### config.mk
export PLATFORM = sky130hd
export DESIGN_NAME = typed_frame_receiver_unit_flat
export DESIGN_NICKNAME = d
export VERILOG_FILES = /design/src/hw/rtl/tfr_pkg.sv /design/src/hw/rtl/tfr_channels.sv /design/src/hw/rtl/tfr_parser.sv /design/src/hw/rtl/tfr_rsp_buffer.sv /design/src/hw/rtl/typed_frame_receiver_unit.sv /design/src/flat_wrapper.sv
export SDC_FILE = /design/constraint.sdc
export NUM_CORES = 1
export LEC_CHECK = 0
export ABC_CLOCK_PERIOD_IN_PS = 5500
export BUFFER_PORTS_ARGS = -buffer_cell sky130_fd_sc_hd__buf_2
export CAP_MARGIN = 20
export CELL_PAD_IN_SITES_DETAIL_PLACEMENT = 0
export CELL_PAD_IN_SITES_GLOBAL_PLACEMENT = 1
export CORE_ASPECT_RATIO = 0.7
export CORE_MARGIN = 1
export CORE_UTILIZATION = 40
export DETAILED_ROUTE_END_ITERATION = 6
export PLACE_DENSITY = 0.71
export SLEW_MARGIN = 25
export SYNTH_ARGS = -nofsm -noshare
export SYNTH_HDL_FRONTEND = slang
export SYNTH_HIERARCHICAL = 1
export SYNTH_SLANG_ARGS = --single-unit
export TNS_END_PERCENT = 5
### constraint.sdc
create_clock -name clock -period 5.5 [get_ports clock]
set_input_delay 0.275 -clock clock [delete_from_list [all_inputs] [get_ports clock]]
set_output_delay 0.275 -clock clock [all_outputs]
set_load 0.02 [all_outputs]
### src/hw/rtl/tfr_pkg.sv
// package: frame codes, field widths and shared types for the typed frame receiver
`timescale 1ns / 1ps

package tfr_pkg;

   localparam int ACK_CHARS   = 3;
   localparam int NUMBER_BITS = 16;
   localparam int BYTE_BITS   = 8;
   localparam int SCAP_BITS   = 9;
   localparam int NCAP_BITS   = 4;
   localparam int CSR_DATA_BITS = SCAP_BITS;
   localparam int COUNT_BITS  = 8;

   localparam logic [BYTE_BITS-1:0] CHAR_OPEN_STRING = 8'h53;  // 'S'
   localparam logic [BYTE_BITS-1:0] CHAR_OPEN_NUMBER = 8'h4E;  // 'N'
   localparam logic [BYTE_BITS-1:0] CHAR_OPEN_ACK    = 8'h41;  // 'A'
   localparam logic [BYTE_BITS-1:0] CHAR_CLOSE       = 8'h00;
   localparam logic [BYTE_BITS-1:0] CHAR_DIGIT_ZERO  = 8'd48;
   localparam logic [NUMBER_BITS-1:0] DIGIT_BASE     = NUMBER_BITS'(10);

   localparam logic [SCAP_BITS-1:0] STRING_CAP_RESET = SCAP_BITS'(32);
   localparam logic [NCAP_BITS-1:0] NUMBER_CAP_RESET = NCAP_BITS'(6);

   typedef enum logic [0:0] {
      CSR_STRING_CAPACITY = 1'b0,
      CSR_NUMBER_CAPACITY = 1'b1
   } csr_index_type;

   typedef enum logic [1:0] {
      FRAME_STRING = 2'd0,
      FRAME_NUMBER = 2'd1,
      FRAME_ACK    = 2'd2
   } frame_kind_type;

   typedef enum logic [1:0] {
      EV_STRING_BYTE = 2'd0,
      EV_STRING_DONE = 2'd1,
      EV_NUMBER_DONE = 2'd2,
      EV_ACK_DONE    = 2'd3
   } event_kind_type;

   typedef struct packed {
      event_kind_type         event_kind;
      logic [7:0]             position;
      logic [BYTE_BITS-1:0]   char_byte;
      logic [7:0]             string_length;
      logic [NUMBER_BITS-1:0] number_value;
      logic                   ack_valid;
   } event_type;

   typedef struct packed {
      logic      valid;
      event_type ev;
   } result_type;

   // kept-byte limit: capacity minus one, zero for capacities below one, capped at 255
   function automatic logic [COUNT_BITS-1:0] string_limit(input logic [SCAP_BITS-1:0] cap);
      logic [SCAP_BITS-1:0] lim;
      lim = (cap == '0) ? '0 : cap - SCAP_BITS'(1);
      return (lim > SCAP_BITS'(255)) ? COUNT_BITS'(255) : lim[COUNT_BITS-1:0];
   endfunction

   function automatic logic [NCAP_BITS-1:0] number_limit(input logic [NCAP_BITS-1:0] cap);
      return (cap == '0) ? '0 : cap - NCAP_BITS'(1);
   endfunction

   function automatic logic [BYTE_BITS-1:0] ack_char(input logic [1:0] idx);
      logic [BYTE_BITS-1:0] c;
      case (idx)
         2'd0:    c = 8'h41;  // 'A'
         2'd1:    c = 8'h63;  // 'c'
         2'd2:    c = 8'h6B;  // 'k'
         default: c = 8'h41;
      endcase
      return c;
   endfunction

endpackage

### src/hw/rtl/tfr_channels.sv
// interfaces: byte input channel, event result channel and register write channel
`timescale 1ns / 1ps

interface tfr_byte_if;
   import tfr_pkg::*;
   logic                 valid;
   logic                 ready;
   logic [BYTE_BITS-1:0] rx_byte;
   modport source (output valid, output rx_byte, input ready);
   modport sink   (input valid, input rx_byte, output ready);
endinterface

interface tfr_event_if;
   import tfr_pkg::*;
   logic                   valid;
   logic                   ready;
   logic [1:0]             event_kind;
   logic [7:0]             position;
   logic [BYTE_BITS-1:0]   char_byte;
   logic [7:0]             string_length;
   logic [NUMBER_BITS-1:0] number_value;
   logic                   ack_valid;
   modport source (output valid, output event_kind, output position, output char_byte,
                   output string_length, output number_value, output ack_valid,
                   input ready);
   modport sink   (input valid, input event_kind, input position, input char_byte,
                   input string_length, input number_value, input ack_valid,
                   output ready);
endinterface

interface tfr_csr_if;
   import tfr_pkg::*;
   logic                     valid;
   logic                     ready;
   logic                     index;
   logic [CSR_DATA_BITS-1:0] data;
   modport source (output valid, output index, output data, input ready);
   modport sink   (input valid, input index, input data, output ready);
endinterface

### src/hw/rtl/tfr_parser.sv
// frame parser: input byte register, frame state and per-byte result logic
`timescale 1ns / 1ps

module tfr_parser
   import tfr_pkg::*;
(
   input  logic                  clock,
   input  logic                  reset,
   tfr_byte_if.sink              req_ch,
   input  logic [COUNT_BITS-1:0] string_limit_i,
   input  logic [NCAP_BITS-1:0]  number_limit_i,
   input  logic                  out_free,
   output result_type            result
);

   logic                   in_valid_ff, in_valid_in;
   logic [BYTE_BITS-1:0]   in_byte_ff, in_byte_in;
   logic                   in_frame_ff, in_frame_in;
   frame_kind_type         frame_ff, frame_in;
   logic [COUNT_BITS-1:0]  count_ff, count_in;
   logic [NUMBER_BITS-1:0] sum_ff, sum_in;
   logic [NUMBER_BITS-1:0] weight_ff, weight_in;
   logic [ACK_CHARS-1:0]   match_ff, match_in;

   logic                   advance;
   logic                   take;
   logic [NUMBER_BITS-1:0] digit;
   logic [NUMBER_BITS-1:0] product;
   result_type             res;

   assign advance      = in_valid_ff && out_free;
   assign req_ch.ready = !in_valid_ff || out_free;
   assign take         = req_ch.valid && req_ch.ready;

   assign digit   = NUMBER_BITS'(in_byte_ff) - NUMBER_BITS'(CHAR_DIGIT_ZERO);
   assign product = NUMBER_BITS'(digit * weight_ff);

   always_comb begin
      in_valid_in = take ? 1'b1 : (advance ? 1'b0 : in_valid_ff);
      in_byte_in  = take ? req_ch.rx_byte : in_byte_ff;
      in_frame_in = in_frame_ff;
      frame_in    = frame_ff;
      count_in    = count_ff;
      sum_in      = sum_ff;
      weight_in   = weight_ff;
      match_in    = match_ff;
      res         = '0;
      if (advance) begin
         if (!in_frame_ff) begin
            if (in_byte_ff == CHAR_OPEN_STRING || in_byte_ff == CHAR_OPEN_NUMBER ||
                in_byte_ff == CHAR_OPEN_ACK) begin
               in_frame_in = 1'b1;
               frame_in    = (in_byte_ff == CHAR_OPEN_STRING) ? FRAME_STRING :
                             (in_byte_ff == CHAR_OPEN_NUMBER) ? FRAME_NUMBER : FRAME_ACK;
               count_in    = '0;
               sum_in      = '0;
               weight_in   = NUMBER_BITS'(1);
               match_in    = '0;
            end
         end else if (in_byte_ff == CHAR_CLOSE) begin
            in_frame_in = 1'b0;
            res.valid   = 1'b1;
            case (frame_ff)
               FRAME_STRING: begin
                  res.ev.event_kind    = EV_STRING_DONE;
                  res.ev.string_length = count_ff;
               end
               FRAME_NUMBER: begin
                  res.ev.event_kind   = EV_NUMBER_DONE;
                  res.ev.number_value = sum_ff;
               end
               default: begin
                  res.ev.event_kind = EV_ACK_DONE;
                  res.ev.ack_valid  = &match_ff;
               end
            endcase
         end else begin
            case (frame_ff)
               FRAME_STRING: begin
                  if (count_ff < string_limit_i) begin
                     res.valid          = 1'b1;
                     res.ev.event_kind  = EV_STRING_BYTE;
                     res.ev.position    = count_ff;
                     res.ev.char_byte   = in_byte_ff;
                     count_in           = count_ff + COUNT_BITS'(1);
                  end
               end
               FRAME_NUMBER: begin
                  if (count_ff < COUNT_BITS'(number_limit_i)) begin
                     sum_in    = sum_ff + product;
                     weight_in = NUMBER_BITS'(weight_ff * DIGIT_BASE);
                     count_in  = count_ff + COUNT_BITS'(1);
                  end
               end
               default: begin
                  // only the first ACK_CHARS ack bytes are compared
                  if (count_ff < COUNT_BITS'(ACK_CHARS)) begin
                     if (in_byte_ff == ack_char(count_ff[1:0])) begin
                        match_in[count_ff[1:0]] = 1'b1;
                     end
                     count_in = count_ff + COUNT_BITS'(1);
                  end
               end
            endcase
         end
      end
   end

   assign result = res;

   always_ff @(posedge clock) begin
      if (reset) begin
         in_valid_ff <= 1'b0;
         in_frame_ff <= 1'b0;
         frame_ff    <= FRAME_STRING;
         count_ff    <= '0;
         sum_ff      <= '0;
         weight_ff   <= NUMBER_BITS'(1);
         match_ff    <= '0;
      end else begin
         in_valid_ff <= in_valid_in;
         in_frame_ff <= in_frame_in;
         frame_ff    <= frame_in;
         count_ff    <= count_in;
         sum_ff      <= sum_in;
         weight_ff   <= weight_in;
         match_ff    <= match_in;
      end
      in_byte_ff <= in_byte_in;
   end

endmodule

### src/hw/rtl/tfr_rsp_buffer.sv
// result register: holds one event until the receiver takes it
`timescale 1ns / 1ps

module tfr_rsp_buffer
   import tfr_pkg::*;
(
   input  logic       clock,
   input  logic       reset,
   input  result_type result,
   output logic       out_free,
   tfr_event_if.source rsp_ch
);

   logic      valid_ff, valid_in;
   event_type ev_ff, ev_in;

   // free when empty or being drained in this cycle
   assign out_free = !valid_ff || rsp_ch.ready;

   always_comb begin
      valid_in = valid_ff && !rsp_ch.ready;
      ev_in    = ev_ff;
      if (result.valid) begin
         valid_in = 1'b1;
         ev_in    = result.ev;
      end
   end

   always_ff @(posedge clock) begin
      if (reset) begin
         valid_ff <= 1'b0;
      end else begin
         valid_ff <= valid_in;
      end
      ev_ff <= ev_in;
   end

   assign rsp_ch.valid         = valid_ff;
   assign rsp_ch.event_kind    = ev_ff.event_kind;
   assign rsp_ch.position      = ev_ff.position;
   assign rsp_ch.char_byte     = ev_ff.char_byte;
   assign rsp_ch.string_length = ev_ff.string_length;
   assign rsp_ch.number_value  = ev_ff.number_value;
   assign rsp_ch.ack_valid     = ev_ff.ack_valid;

endmodule

### src/hw/rtl/typed_frame_receiver_unit.sv
// top level: typed frame receiver with capacity registers, parser and result register
`timescale 1ns / 1ps
//
// req_ch carries received bytes, one per transfer. Outside a frame 'S', 'N'
// or 'A' opens a string, number or ack frame; other bytes are dropped. A
// zero byte closes the open frame.
// rsp_ch carries events: a stored string byte with its position, string
// done with its length, number done with its value (digits least
// significant first, modulo 65536), ack done with the match flag.
// csr_ch writes the string capacity (index 0) and number capacity
// (index 1); it is always ready and is meant to be used while idle.
// An accepted byte first enters the input register; its event, if any,
// then passes through the result register onto rsp_ch.
// Throughput: one byte per cycle while rsp_ch does not stall; the frame
// state update (one 16x16 multiply plus add for number digits) is combinational.
// Reset clears the frame state and loads capacities 32 and 6; no event is
// pending afterwards. When the receiver stalls rsp_ch, one event waits in
// the result register, one byte in the input register, and req_ch.ready
// drops only once both are full.
//

module typed_frame_receiver_unit
   import tfr_pkg::*;
(
   input  logic        clock,
   input  logic        reset,
   tfr_byte_if.sink    req_ch,
   tfr_event_if.source rsp_ch,
   tfr_csr_if.sink     csr_ch
);

   logic [COUNT_BITS-1:0] string_limit_ff, string_limit_in;
   logic [NCAP_BITS-1:0]  number_limit_ff, number_limit_in;
   logic                  out_free;
   result_type            result;

   assign csr_ch.ready = 1'b1;

   // capacities are stored as kept-byte limits
   always_comb begin
      string_limit_in = string_limit_ff;
      number_limit_in = number_limit_ff;
      if (csr_ch.valid) begin
         case (csr_index_type'(csr_ch.index))
            CSR_STRING_CAPACITY: string_limit_in = string_limit(csr_ch.data);
            CSR_NUMBER_CAPACITY: number_limit_in = number_limit(csr_ch.data[NCAP_BITS-1:0]);
            default: ;
         endcase
      end
   end

   always_ff @(posedge clock) begin
      if (reset) begin
         string_limit_ff <= string_limit(STRING_CAP_RESET);
         number_limit_ff <= number_limit(NUMBER_CAP_RESET);
      end else begin
         string_limit_ff <= string_limit_in;
         number_limit_ff <= number_limit_in;
      end
   end

   tfr_parser u_parser (
      .clock          (clock),
      .reset          (reset),
      .req_ch         (req_ch),
      .string_limit_i (string_limit_ff),
      .number_limit_i (number_limit_ff),
      .out_free       (out_free),
      .result         (result)
   );

   tfr_rsp_buffer u_rsp_buffer (
      .clock    (clock),
      .reset    (reset),
      .result   (result),
      .out_free (out_free),
      .rsp_ch   (rsp_ch)
   );

   a_store_in_limit: assert property (@(posedge clock) disable iff (reset)
      (rsp_ch.valid && rsp_ch.event_kind == EV_STRING_BYTE) |->
         (rsp_ch.position < string_limit_ff))
      else $error("string byte stored beyond the kept limit");

   a_length_in_limit: assert property (@(posedge clock) disable iff (reset)
      (rsp_ch.valid && rsp_ch.event_kind == EV_STRING_DONE) |->
         (rsp_ch.string_length <= string_limit_ff))
      else $error("string length exceeds the kept limit");

   a_unused_fields_zero: assert property (@(posedge clock) disable iff (reset)
      (rsp_ch.valid && rsp_ch.event_kind == EV_ACK_DONE) |->
         (rsp_ch.position == '0 && rsp_ch.char_byte == '0 &&
          rsp_ch.string_length == '0 && rsp_ch.number_value == '0))
      else $error("ack event carries nonzero fields of other kinds");

   a_reset_empties: assert property (@(posedge clock)
      reset |=> (!rsp_ch.valid && req_ch.ready))
      else $error("pipeline not empty after reset");

endmodule

### src/flat_wrapper.sv
// flat-port wrapper written by rule: the top's interface ports become plain ports
module typed_frame_receiver_unit_flat import tfr_pkg::*;
  (clock, reset, req_ch_valid, req_ch_rx_byte, req_ch_ready, rsp_ch_valid, rsp_ch_event_kind, rsp_ch_position, rsp_ch_char_byte, rsp_ch_string_length, rsp_ch_number_value, rsp_ch_ack_valid, rsp_ch_ready, csr_ch_valid, csr_ch_index, csr_ch_data, csr_ch_ready);
  tfr_byte_if req_ch_i ();
  tfr_event_if rsp_ch_i ();
  tfr_csr_if csr_ch_i ();
  input  logic clock;
  input  logic reset;
  input wire logic [$bits(req_ch_i.valid)-1:0] req_ch_valid;
  input wire logic [$bits(req_ch_i.rx_byte)-1:0] req_ch_rx_byte;
  output wire logic [$bits(req_ch_i.ready)-1:0] req_ch_ready;
  output wire logic [$bits(rsp_ch_i.valid)-1:0] rsp_ch_valid;
  output wire logic [$bits(rsp_ch_i.event_kind)-1:0] rsp_ch_event_kind;
  output wire logic [$bits(rsp_ch_i.position)-1:0] rsp_ch_position;
  output wire logic [$bits(rsp_ch_i.char_byte)-1:0] rsp_ch_char_byte;
  output wire logic [$bits(rsp_ch_i.string_length)-1:0] rsp_ch_string_length;
  output wire logic [$bits(rsp_ch_i.number_value)-1:0] rsp_ch_number_value;
  output wire logic [$bits(rsp_ch_i.ack_valid)-1:0] rsp_ch_ack_valid;
  input wire logic [$bits(rsp_ch_i.ready)-1:0] rsp_ch_ready;
  input wire logic [$bits(csr_ch_i.valid)-1:0] csr_ch_valid;
  input wire logic [$bits(csr_ch_i.index)-1:0] csr_ch_index;
  input wire logic [$bits(csr_ch_i.data)-1:0] csr_ch_data;
  output wire logic [$bits(csr_ch_i.ready)-1:0] csr_ch_ready;
  assign req_ch_i.valid = req_ch_valid;
  assign req_ch_i.rx_byte = req_ch_rx_byte;
  assign req_ch_ready = req_ch_i.ready;
  assign rsp_ch_valid = rsp_ch_i.valid;
  assign rsp_ch_event_kind = rsp_ch_i.event_kind;
  assign rsp_ch_position = rsp_ch_i.position;
  assign rsp_ch_char_byte = rsp_ch_i.char_byte;
  assign rsp_ch_string_length = rsp_ch_i.string_length;
  assign rsp_ch_number_value = rsp_ch_i.number_value;
  assign rsp_ch_ack_valid = rsp_ch_i.ack_valid;
  assign rsp_ch_i.ready = rsp_ch_ready;
  assign csr_ch_i.valid = csr_ch_valid;
  assign csr_ch_i.index = csr_ch_index;
  assign csr_ch_i.data = csr_ch_data;
  assign csr_ch_ready = csr_ch_i.ready;
  typed_frame_receiver_unit u_core (.clock(clock), .reset(reset), .req_ch(req_ch_i), .rsp_ch(rsp_ch_i), .csr_ch(csr_ch_i));
endmodule
==> run summary <==
Status - finished clean
Core Region - 0.0226 mm^2
Final cycle utilization of the critical path - 97.2%
Comb pwr share - 12.3%
HP Class - input pin to flop
Rows - 46
GRT Total Usage - 20.4%
Critical Path Source - u_core/u_parser/in_byte_ff[4]
LEAKAGE - 4.54 nW
Sw Ratio - 27.2%
Clock Path Buffers - 2
Synth area leaders - fa_1, edfxtp_1, dfxtp_1, ha_1, inv_1
Register area share after synthesis - 29.6%
Cts hold-fix bufs - 0
Die Area - 0.0237 mm^2
Crit path time final - 5350 ps
Max FO, Critical Path - 5
DP Worst Slack - -110 ps
CTS Root Cell - clkbuf_16
Grt ovf - 0
Crit path DAT - 5650 ps
Non-filler cells, final - 1370
Hold Fails Final Rpt - 0
Final clock skew - 12.6 ps
Yosys synthesis warning count - 6
N_diodes - 0
Initial Utilization - 40.7%
Area leader, netlist - fa_1
DR iter-0 viols - 479
Slew @ Worst Pin - 1040 ps
H-tree depth - 3
Seq cells post-synth - 111
Clk pwr share - 39.5%
Startpoint Class - flop
Max-slew headroom - 30.8%
Synthesized cell area - 0.00922 mm^2
Worst setup margin - 155 ps
Final Max Tran Viols - 0
Die height - 129 um
Crit path required time - 5810 ps
Synth Area per Inst - 9.42 um^2
Maximum clock rate - 187 MHz
# nets final - 1241
Worst hold slack - 80.3 ps
DR pass1 iterations - 4
Crit path capture type - flop
Share of synthesized registers carrying an async set or reset - 0%
IO Pins - 69
Pin count of the biggest net entering global routing - 56
RePlAce Congestion - 0.838
Placed insts - 1347
Hold_sp - req_ch_rx_byte[5]
CTS tree - built
WL final - 22600 um
FF-to-FF Start - u_core/u_parser/in_byte_ff[4]
Via count - 6863
Netlist cell types - 73
HPWL after DPL - 16900 um
Area growth, synth to finish - 15.4%
CTS Sinks - 111
CTS buffer count - 9
Worst IR Drop VDD - 0.000168 V
Worst-path clk slew - 80 ps
Dominant synthesized flop cell - dfxtp_1
P_sw - 0.500 mW
Share of cells above drive strength 1 - 17.7%
DRC - 0
Via-per-instance ratio - 5.01
Buffers added on ports - 67
P per Cell Area - 173 mW/mm^2
Design Area, Final - 0.0106 mm^2
Final setup viols - 0
Placed inst area - 0.0100 mm^2
Worst-Skew Late Latency - 370 ps
Internal - 1.34 mW
RSZ-0062 raised after global routing - true
Final ANT Viol Nets - 0
Reg power frac - 48.2%
Syn nets - 1166
Max Cap Violations - 0
Post-synth EDFFs - 51
First-pass GRT wire length - 37300 um
Initial antenna violation count - 0
Mapped Cells - 978
Die width - 183 um
Average routed wire per standard cell - 16.5 um
Top-area cell type share of the netlist area - 17.4%
Vias in the first global route - 6875
Critical setup path kind - flop to flop
[Yosys cell counts (5+ instances only)]
cell type / instances
xnor2_1: 37
o21a_1: 8
nor2_1: 51
xor2_1: 7
o21ai_0: 14
and3_1: 12
or3_1: 9
inv_1: 140
a21oi_1: 52
fa_1: 80
nand2b_1: 11
nor2b_1: 23
nand3_1: 29
a21o_1: 9
and2_1: 60
dfxtp_1: 60
ha_1: 85
or2_2: 5
nor3_1: 16
edfxtp_1: 51
nand2_1: 87
nor4_1: 6
clkbuf_1: 33
a22oi_1: 10
[metrics by stage]
step                      total power [mW]  utilization, %  setup TNS (ps)
after floorplan                       1.03               -               0
after global placement                1.10            44.3           -42.8
after detailed placement              1.10            44.3            -179
after CTS                             1.82            45.9           -27.2
after global routing                  1.91            47.0           -72.8
final                                 1.84            47.0               0
[layout by cell type, fill, tap and decap left out, types with 4 or more instances in the layout]
cell type	synthesis	layout
a21oi_1	52	49
edfxtp_1	51	51
a21o_1	9	9
nor3_1	16	15
nor4_1	6	6
and2_1	60	59
nand2_1	87	83
fa_1	80	77
nand4_1	4	4
dfxtp_1	60	60
nor2b_1	23	21
a22oi_1	10	10
buf_4	1	38
or4_1	4	4
o21ai_0	14	13
xnor2_1	37	35
inv_1	140	137
ha_4	0	6
ha_1	85	78
or3_1	9	8
and3_1	12	12
nand3_1	29	29
xor2_1	7	7
o21a_1	8	8
buf_2	3	67
nor2_1	51	47
o21bai_1	4	4
nand2b_1	11	11
clkbuf_16	1	9
or2_2	5	4
[registers in the layout, summed over array words and instances, names as in the netlist, 3 cells and up]
register,count
u_core/u_parser/sum_ff,16
u_core/u_parser/in_byte_ff,8
u_core/u_rsp_buffer/rsp_ch.string_length,8
u_core/u_rsp_buffer/rsp_ch.number_value,16
u_core/u_rsp_buffer/rsp_ch.position,8
u_core/u_rsp_buffer/rsp_ch.char_byte,8
u_core/u_parser/count_ff,8
u_core/number_limit_ff,4
u_core/u_parser/match_ff,3
u_core/string_limit_ff,8
u_core/u_parser/weight_ff,16
[worst paths after layout]
path | to | slack (ps) | cells past startpoint
setup / recovery | u_core/u_parser/sum_ff[14] | 150 | 20
hold / removal | u_core/u_parser/in_byte_ff[5] | 80 | 1
setup reg to reg | u_core/u_parser/sum_ff[14] | 150 | 20
hold reg to reg | u_core/u_parser/weight_ff[15] | 470 | 2
[final cells by class]
class                           instances  area (um^2)
Sequential cell                       111         2730
Multi-Input combinational cell        681         5990
Clock buffer                            9          225
Tap cell                              312          390
Inverter                              141          529
Timing Repair Buffer                  109          674
Clock inverter                          7         96.3
Fill cell                            2202        12000
[worst max-delay path: stages (launching register included)]
cell and delay (ps):
edfxtp_1 510, buf_6 180, a21oi_4 180, xnor2_4 180, buf_6 160, nor2b_1 60, fa_1 520, inv_1 60
fa_1 560, fa_1 430, fa_1 470, fa_1 550, inv_1 40, ha_1 300, buf_4 160, nand2_2 70
a211oi_4 50, o41ai_2 370, xnor2_1 170, nand3_1 110, a21oi_2 150
[repair_timing]
| item | CTS | global route |
|---|---|---|
| resized for setup | 4 | 40 |
| setup endpoints to repair | 3 | 7 |
| pin swaps | 0 | 32 |
| setup buffers | 0 | 7 |
[layer usage]
| layer | up-vias | part of all wire, % | global-route usage [%] |
|---|---|---|---|
| li1 | 3357 | - | - |
| met1 | 3331 | 53 | 31.8 |
| met2 | 158 | 41 | 28.9 |
| met3 | 17 | 5.1 | 3.59 |
| met4 | 0 | 1.2 | 4.90 |
| met5 | - | 0 | 0 |
[power groups by stage]
stage               clock, mW  sequential (mW)  combinational (mW)
floorplan                   0            0.892               0.133
global placement            0            0.902               0.194
detailed placement          0            0.903               0.194
CTS                     0.743            0.884               0.197
global route            0.769            0.887               0.251
finish                  0.725            0.886               0.225
[logic make-up (layout without fill, tap and decap cells)]
kind of cell,count (synthesis),count (layout),synth area share (%)
other,1,1,0.0407
xor gates and xnor gates,45,45,4.43
adders and majority gates,165,165,28.9
muxes,3,3,0.339
AOI/OAI and AO/OA,132,132,9.38
DFF,111,111,29.6
and+or+nand+nor,335,335,19.0
buffers and inverters,186,266,8.21
Note: power is estimated with default switching activity, not from simulation.
